**src/rtl/hbs_pkg.sv**
```systemverilog
// Shared types and constants for the height map bilinear sampler.
// Holds the item and result beats, the register indexes and the control
// structs passed between the sampler's submodules. No dependencies.
`default_nettype none

package hbs_pkg;

    // Widths fixed by the item and register formats.
    localparam int HEIGHT_W   = 16;
    localparam int COORD_W    = 32;
    localparam int INDEX_W    = 8;
    localparam int INV_W      = 24;
    localparam int DIM_W      = 9;
    localparam int FRAC_W     = 8;
    localparam int CFG_IDX_W  = 3;
    localparam int CFG_DATA_W = 32;

    // Item function codes.
    localparam logic FUNC_QUERY = 1'b0;
    localparam logic FUNC_WRITE = 1'b1;

    // Reset values of the registers and running extremes.
    localparam logic [INV_W-1:0]           INV_RESET    = 24'd65536;
    localparam logic signed [HEIGHT_W-1:0] LOWEST_INIT  = 16'sh7FFF;
    localparam logic signed [HEIGHT_W-1:0] HIGHEST_INIT = 16'sh8000;

    // Configuration register indexes.
    typedef enum logic [CFG_IDX_W-1:0] {
        CFG_ORIGIN_X   = 3'd0,
        CFG_ORIGIN_Z   = 3'd1,
        CFG_INV_CELL   = 3'd2,
        CFG_GRID_WIDTH = 3'd3,
        CFG_GRID_DEPTH = 3'd4
    } cfg_reg_t;

    // One input beat.
    typedef struct packed {
        logic                         func;
        logic signed [COORD_W-1:0]    world_x;
        logic signed [COORD_W-1:0]    world_z;
        logic [INDEX_W-1:0]           grid_col;
        logic [INDEX_W-1:0]           grid_row;
        logic signed [HEIGHT_W-1:0]   height_in;
    } in_item_t;

    // One result beat.
    typedef struct packed {
        logic signed [HEIGHT_W-1:0]   height_out;
        logic                         in_range;
        logic signed [HEIGHT_W-1:0]   min_height;
        logic signed [HEIGHT_W-1:0]   max_height;
    } out_item_t;

    // Phase controls for the cell locator.
    typedef struct packed {
        logic load;
        logic mul_x;
        logic mul_z;
        logic check;
    } loc_ctl_t;

    // Located cell of a query: corner indexes and blend fractions.
    typedef struct packed {
        logic               ok;
        logic [INDEX_W-1:0] cx;
        logic [INDEX_W-1:0] cz;
        logic [FRAC_W-1:0]  fx;
        logic [FRAC_W-1:0]  fz;
    } cell_t;

    // Controls for the corner blend accumulator.
    typedef struct packed {
        logic       clear;
        logic       issue;
        logic [1:0] corner;
    } blend_ctl_t;

endpackage

`default_nettype wire

```
**src/rtl/hbs_blend.sv**
```systemverilog
// Bilinear blend accumulator: weights each corner height as it leaves the
// store and sums the four terms. Depends on hbs_pkg.
`default_nettype none

module hbs_blend (
    input  wire logic                                 clk,
    input  wire logic                                 rst_n,
    input  wire hbs_pkg::blend_ctl_t                  ctl,
    input  wire logic [hbs_pkg::FRAC_W-1:0]           fx,
    input  wire logic [hbs_pkg::FRAC_W-1:0]           fz,
    input  wire logic signed [hbs_pkg::HEIGHT_W-1:0]  rdata,
    output logic signed [hbs_pkg::HEIGHT_W-1:0]       height
);

    import hbs_pkg::*;

    localparam int WT_W  = 2 * FRAC_W + 1;
    localparam int ACC_W = HEIGHT_W + WT_W + 1;

    logic [FRAC_W:0]         wx;
    logic [FRAC_W:0]         wz;
    logic [2*FRAC_W+1:0]     weight_full;
    logic [WT_W-1:0]         w_reg;
    logic signed [ACC_W-1:0] prod_next;
    logic signed [ACC_W-1:0] prod_reg;
    logic signed [ACC_W-1:0] acc_reg;
    logic                    v1_reg;
    logic                    v2_reg;

    // Corner weight is the product of the X and Z fractions it takes.
    assign wx = ctl.corner[0] ? {1'b0, fx} : (9'd256 - {1'b0, fx});
    assign wz = ctl.corner[1] ? {1'b0, fz} : (9'd256 - {1'b0, fz});
    assign weight_full = wx * wz;

    // Height times weight, once the store read data is out.
    assign prod_next = rdata * $signed({1'b0, w_reg});

    // Stage valids track a corner from read issue to accumulation.
    always_ff @(posedge clk or negedge rst_n)
    begin
        if (!rst_n)
        begin
            v1_reg <= 1'b0;
            v2_reg <= 1'b0;
        end
        else
        begin
            v1_reg <= ctl.issue;
            v2_reg <= v1_reg;
        end
    end

    // Weight, product and running sum.
    always_ff @(posedge clk)
    begin
        w_reg <= weight_full[WT_W-1:0];
        if (v1_reg)
        begin
            prod_reg <= prod_next;
        end
        if (ctl.clear)
        begin
            acc_reg <= '0;
        end
        else if (v2_reg)
        begin
            acc_reg <= acc_reg + prod_reg;
        end
    end

    // Arithmetic shift right by 16, kept to the height width.
    assign height = acc_reg[HEIGHT_W+15:16];

endmodule

`default_nettype wire

```
**config.mk**
```make
export PLATFORM = sky130hd
export DESIGN_NAME = hbs_blend
export DESIGN_NICKNAME = d
export VERILOG_FILES = /design/src/rtl/hbs_pkg.sv /design/src/rtl/hbs_blend.sv
export SDC_FILE = /design/constraint.sdc
export NUM_CORES = 1
export LEC_CHECK = 0
export ABC_CLOCK_PERIOD_IN_PS = 6400
export BUFFER_PORTS_ARGS = -buffer_cell sky130_fd_sc_hd__buf_2
export CAP_MARGIN = 20
export CORE_MARGIN = 2
export CORE_UTILIZATION = 60
export CTS_CLUSTER_SIZE = 40
export DETAILED_ROUTE_END_ITERATION = 12
export PLACE_DENSITY = 0.77
export SETUP_SLACK_MARGIN = 0.1
export SKIP_CTS_REPAIR_TIMING = 1
export SLEW_MARGIN = 20
export SYNTH_ARGS = -nofsm -noshare
export SYNTH_HDL_FRONTEND = slang
export SYNTH_SLANG_ARGS = --single-unit
```
**constraint.sdc**
```tcl
create_clock -name clk -period 6.4 [get_ports clk]
set_clock_uncertainty 0.1 [all_clocks]
set_input_delay 0.32 -clock clk [delete_from_list [all_inputs] [get_ports clk]]
set_output_delay 0.32 -clock clk [all_outputs]
set_load 0.01 [all_outputs]
```
==> results of run 1 <==
## worst reg2reg max path, delay by kind of cell, from the launching register on
family                     cells  cell delay [ps]
adders and majority gates      7             3270
xor gates and xnor gates       1              150
and+or+nand+nor                3              640
buffers and inverters          3              150
AOI/OAI and AO/OA              3              820
DFF                            1              740
## worst paths after layout
| kind | slack [ps] | depth (start not counted) | to |
|---|---|---|---|
| worst max-delay path | 300 | 17 | prod_reg[29] |
| worst min-delay path | 190 | 2 | v2_reg |
| worst min register to register | 370 | 2 | acc_reg[8] |
| max in group asynchronous | 5920 | 2 | v1_reg |
| worst max register to register | 300 | 17 | prod_reg[29] |
| min in group clk | 280 | 3 | w_reg[0] |
## layout make-up
class / count / area [um2] / area share (%)
sequential: 83 / 2012 / 11.73
inverter: 337 / 1265 / 7.374
tap: 341 / 426.7 / 2.487
clock inverter: 7 / 87.58 / 0.5106
timing repair buffer: 82 / 488.0 / 2.845
multi-input combinational: 1335 / 12650 / 73.73
clock buffer: 9 / 225.2 / 1.313
antenna: 1 / 2.502 / 0.01459
## logic make-up after synthesis
group                    count (synthesis)
flip-flops                              83
XOR/XNOR                                74
buffers and inverters                  409
multiplexers                            18
AO/OA/AOI/OAI                          227
adder cells (fa/ha/maj)                440
AND/OR/NAND/NOR                        576
## per-layer routing
layer  routed length [um]  GRT usage, %  vias up
met2                17970         48.63      343
met1                15240         33.90     6021
met3                 1814         3.110       66
met5                    0             0        -
met4                  871         8.171        0
li1                     -             -     5808
## cell usage in the layout (no fill, tap or decap), types with 9 or more instances in the layout
| cell | n |
|---|---|
| a21o_1 | 20 |
| a21oi_1 | 75 |
| a31oi_1 | 9 |
| and2_1 | 144 |
| and3_1 | 15 |
| buf_2 | 53 |
| buf_4 | 27 |
| clkbuf_16 | 9 |
| dfxtp_1 | 37 |
| dfxtp_2 | 10 |
| edfxtp_1 | 32 |
| fa_1 | 258 |
| ha_1 | 182 |
| inv_1 | 336 |
| mux2i_1 | 15 |
| nand2_1 | 217 |
| nand2b_1 | 20 |
| nand3_1 | 14 |
| nand4_1 | 9 |
| nor2_1 | 98 |
| nor2b_1 | 15 |
| nor3_1 | 16 |
| o21ai_0 | 33 |
| xnor2_1 | 53 |
| xor2_1 | 21 |
## stage by stage
stage | hold WS (ps) | setup WS, ps | std cells | cell area (um2) | util (%)
6_report | 189.5 | 297.1 | 2195 | 17150 | 64.19
5_1_grt | 177.9 | 83.26 | 2194 | 17150 | 64.18
4_1_cts | -379.1 | 71.55 | 2190 | 17080 | 63.90
3_5_place_dp | 5.697 | 79.82 | 2174 | 16760 | 62.73
3_3_place_gp | 4.575 | 211.0 | 2174 | 16760 | 62.73
2_1_floorplan | -75.59 | 510.6 | 1827 | 16230 | -
==> impl_metrics.yaml, run 1 <==
outcome:
  status: "complete, no violations"
sta:
  fin_crit_sh_pct: 95.36
  rsz0062_at_grt: "true"
  setup_viol: 0
  worstMarginPinSlew_ps: 828.7
  finalHoldViolations: 0
  fmax_ghz: 0.1639
  fin_setup_tns_ps: 0
  drv_slew: 0
  slew_headroom_pct: 44.35
  fin_crit_ps: 6103
synth:
  syn_area_um2: 16230
  postSynthAreaPerCell_um2: 8.884
  synthSimpleGateAreaFrac_pct: 17.25
  yosysTopAreaCellShare_pct: 31.82
  synthAdderAreaFrac_pct: 45.85
  yosys-top-cells-count: "inv_1 (336), fa_1 (258), nand2_1 (217)"
  synth.area.mux_share_pct: 1.133
  synth_compound_area_share_pct: 9.574
  synth_ff_type: "dfxtp_1"
  syn_inst: 1827
  synth_warnings: 0
  yosysSeqAreaShare_pct: 12.27
  synth-edff-count: 32
  synth_cell_types: 82
  synth_area_leaders: "fa_1 (32%), ha_1 (14%), inv_1 (7.8%)"
  async_flop_share_pct: 2.410
  syn_nets: 2305
  synth_xor_area_share_pct: 3.993
  synth.most_common_cell: "inv_1"
  synth_top_family_by_area: "adder cells"
  synth.ff_latch_count: 83
  synth_top_area_cell: "fa_1"
worst_setup_path:
  critPathBufInv: 3
  critPathKind: "flip-flop to flip-flop"
  cp_slowest_cell: "dfxtp_1"
  rr_startpoint: "w_reg[1]"
  worstSetupEndpointType: "flip-flop"
  path_max_fanout: 16
  cpMostUsedCell: "fa_1"
  critPathRequiredTime_ps: 6410
  start_kind: "flip-flop"
  crit_path_cell_trace: "nand2_1, fa_1, fa_1, inv_1, fa_1, fa_1, fa_1, inv_1, fa_1, inv_1, ha_1, and3_1, and3_1, a31oi_2, o21ai_1, a221o_1, xor2_1"
  crit_start: "w_reg[1]"
  arrival_ps: 6110
  critical_path.top_delay_family: "adder cells"
  max_stage_delay_ps: 740
clocking:
  cts_buffer_depth: 2
  clkLatencyLatePin_ps: 360
  cts_tree: "yes"
  cts_sinks: 83
  htreeDepth: 3
  tritoncts.num_buffers: 9
  cts-root-buf: "clkbuf_16"
  clk_pin_slew_ps: 80
route:
  drc: 0
  via_count: 12240
  wl_per_cell_um: 16.35
  totalWireLength_um: 35900
  drtIter0Drc: 593
  dr.pass1.iters: 5
  viasPerCell: 5.575
  drtAntennaViolNets: 0
final_layout:
  area_delta_synth_final_pct: 5.689
  finalNetCount: 2326
  drive_gt1_share_pct: 7.825
  nFillCells: 2209
placed_design:
  gp_congestion: 0.8962
  dp_hpwl_um: 29580
  io_buffers: 53
floorplanning:
  dieWidth_um: 168.5
  die_y_um: 168.5
  num_io_pins: 54
  initial_core_util_pct: 60.73
  row_count: 60
  core_area_um2: 26730
  dieArea_um2: 28380
grt:
  grt_max_degree: 37
  grt_pass1_wl_um: 61790
  overflow: 0
  grt_pass1_vias: 13020
  grt.total_usage_pct: 26.87
  antenna_found_initial: 1
job:
  cap_violations: 0
worst_hold_path:
  hold_path.class: "input port to async pin"
Power of run 1 is not shown: default switching activity piles up to over one toggle a cycle in this logic, so the estimate is an artifact.
==> run 2: changes to the inputs <==
--- a/config.mk
+++ b/config.mk
@@ -5,14 +5,13 @@
 export SDC_FILE = /design/constraint.sdc
 export NUM_CORES = 1
 export LEC_CHECK = 0
-export ABC_CLOCK_PERIOD_IN_PS = 6400
+export ABC_CLOCK_PERIOD_IN_PS = 7100
 export BUFFER_PORTS_ARGS = -buffer_cell sky130_fd_sc_hd__buf_2
 export CAP_MARGIN = 20
 export CORE_MARGIN = 2
-export CORE_UTILIZATION = 60
+export CORE_UTILIZATION = 37
 export CTS_CLUSTER_SIZE = 40
 export DETAILED_ROUTE_END_ITERATION = 12
-export PLACE_DENSITY = 0.77
 export SETUP_SLACK_MARGIN = 0.1
 export SKIP_CTS_REPAIR_TIMING = 1
 export SLEW_MARGIN = 20
==> constraint.sdc (replaced) <==
create_clock -name clk -period 7.1 [get_ports clk]
set_clock_uncertainty 0.1 [all_clocks]
set_input_delay 0.355 -clock clk [delete_from_list [all_inputs] [get_ports clk]]
set_output_delay 0.355 -clock clk [all_outputs]
set_load 0.01 [all_outputs]
==> impl_metrics.yaml, run 2 (synthesized netlist as in run 1, its figures left out) <==
worst_setup_path:
  reg2reg_depth: 21
  crit_path_cell_trace: "nand2_1, fa_1, inv_1, fa_1, inv_1, fa_1, inv_1, fa_1, fa_1, inv_1, fa_1, inv_1, ha_1, a21oi_1, o21ai_0, a21oi_1, o21ai_0, a31oi_2, o21ai_1, a221o_1, xor2_1"
  critPathRequiredTime_ps: 7110
  critical_path.top_delay_family: "adder cells"
  max_stage_delay_ps: 710
  arrival_ps: 6450
  r2r-end: "prod_reg[29]"
  start_kind: "flip-flop"
  worstSetupEndpointType: "flip-flop"
  cpMostUsedCell: "fa_1"
  critPathBufInv: 5
  r2r_slack_ps: 660
  rr_startpoint: "w_reg[7]"
  crit_start: "w_reg[7]"
  critPathKind: "flip-flop to flip-flop"
  crit_path_end: "prod_reg[29]"
  cp.depth: 21
  cp_slowest_cell: "dfxtp_1"
  path_max_fanout: 16
clocking:
  cts_tree: "yes"
  cts_sinks: 83
  cts-root-buf: "clkbuf_16"
  clkLatencyLatePin_ps: 370
  clk_pin_slew_ps: 60
  htreeDepth: 3
  cts_buffer_depth: 2
  tritoncts.num_buffers: 9
route:
  highest_layer: "met5"
  met3RoutedLength_um: 1571
  met1_length_um: 16910
  drtAntennaViolNets: 0
  viasPerCell: 4.908
  drtIter0Drc: 565
  drc: 0
  wl_per_cell_um: 15.25
  totalWireLength_um: 36970
  via_count: 11900
  wl_met2_um: 17690
  dr.pass1.iters: 7
sta:
  drv_slew: 0
  fin_crit_sh_pct: 90.73
  finalHoldViolations: 0
  fin_setup_tns_ps: 0
  fin_crit_ps: 6442
  holdWs_ps: 215.9
  setup_viol: 0
  rsz0062_at_grt: "false"
  fmax_ghz: 0.1552
  worstMarginPinSlew_ps: 914.2
  slew_headroom_pct: 38.61
final_layout:
  multiInputGateArea_um2: 12630
  drive_gt1_share_pct: 6.094
  post-route-util_pct: 40.02
  fin_area_um2: 17280
  nFillCells: 4420
  register_area_um2: 1992
  area_delta_synth_final_pct: 6.437
  final_common_cell: "inv_1"
  finalNetCount: 2311
  final_cell_mix: "inv_1 (336), fa_1 (258), nand2_1 (217)"
grt:
  overflow: 0
  grt_max_degree: 37
  antenna_found_initial: 1
  grt.total_usage_pct: 17.28
  grt_pass1_wl_um: 62710
  grt_pass1_vias: 12780
floorplanning:
  num_io_pins: 54
  row_count: 76
  core_area_um2: 43170
  initial_core_util_pct: 37.60
  die_y_um: 213.4
  dieArea_um2: 45560
  dieWidth_um: 213.4
placed_design:
  gp_congestion: 0.8629
  io_buffers: 53
  dp_hpwl_um: 30700
  place_area_um2: 16970
job:
  cap_violations: 0
outcome:
  status: "complete, no violations"
worst_hold_path:
  hold_path.class: "input port to async pin"
[run 2: final cells by class]
class                           instances  share of cell area [%]
Antenna cell                            2                 0.02897
Sequential cell                        83                   11.53
Inverter                              337                   7.322
Multi-Input combinational cell       1335                   73.10
Clock inverter                          6                  0.2825
Clock buffer                           10                   1.325
Timing Repair Buffer                   67                   2.173
Tap cell                              585                   4.237
[run 2: metal layers]
layer,track usage (%),vias up
li1,-,5767
met1,22.15,5839
met2,30.13,242
met5,0,-
met3,2.695,53
met4,5.077,2
[run 2: worst min-delay path by stage]
stage | end | slack (ps) | cells past startpoint
final | v1_reg | 220 | 2
after global routing | v1_reg | 230 | 2
after CTS | v1_reg | -350 | 1
after detailed placement | v1_reg | 50 | 1
after global placement | v1_reg | 40 | 1
after floorplan | v1_reg | -40 | 0
[run 2: worst reg2reg max path: cells and delay by family, from the launching register on]
kind,cells,cell delay [ps]
adders and majority gates,7,3350
AOI/OAI and AO/OA,7,1480
DFF,1,710
buffers and inverters,5,260
and+or+nand+nor,1,170
xor gates and xnor gates,1,140
[run 2: per-stage QoR]
| step | setup WS [ps] | std cells |
|---|---|---|
| detailed placement | 694.0 | 2405 |
| floorplan | 1211 | 1827 |
| global placement | 765.8 | 2405 |
| finish | 658.3 | 2425 |
| global route | 379.7 | 2423 |
| CTS | 678.8 | 2421 |
Power of run 2 is left out for the same reason.
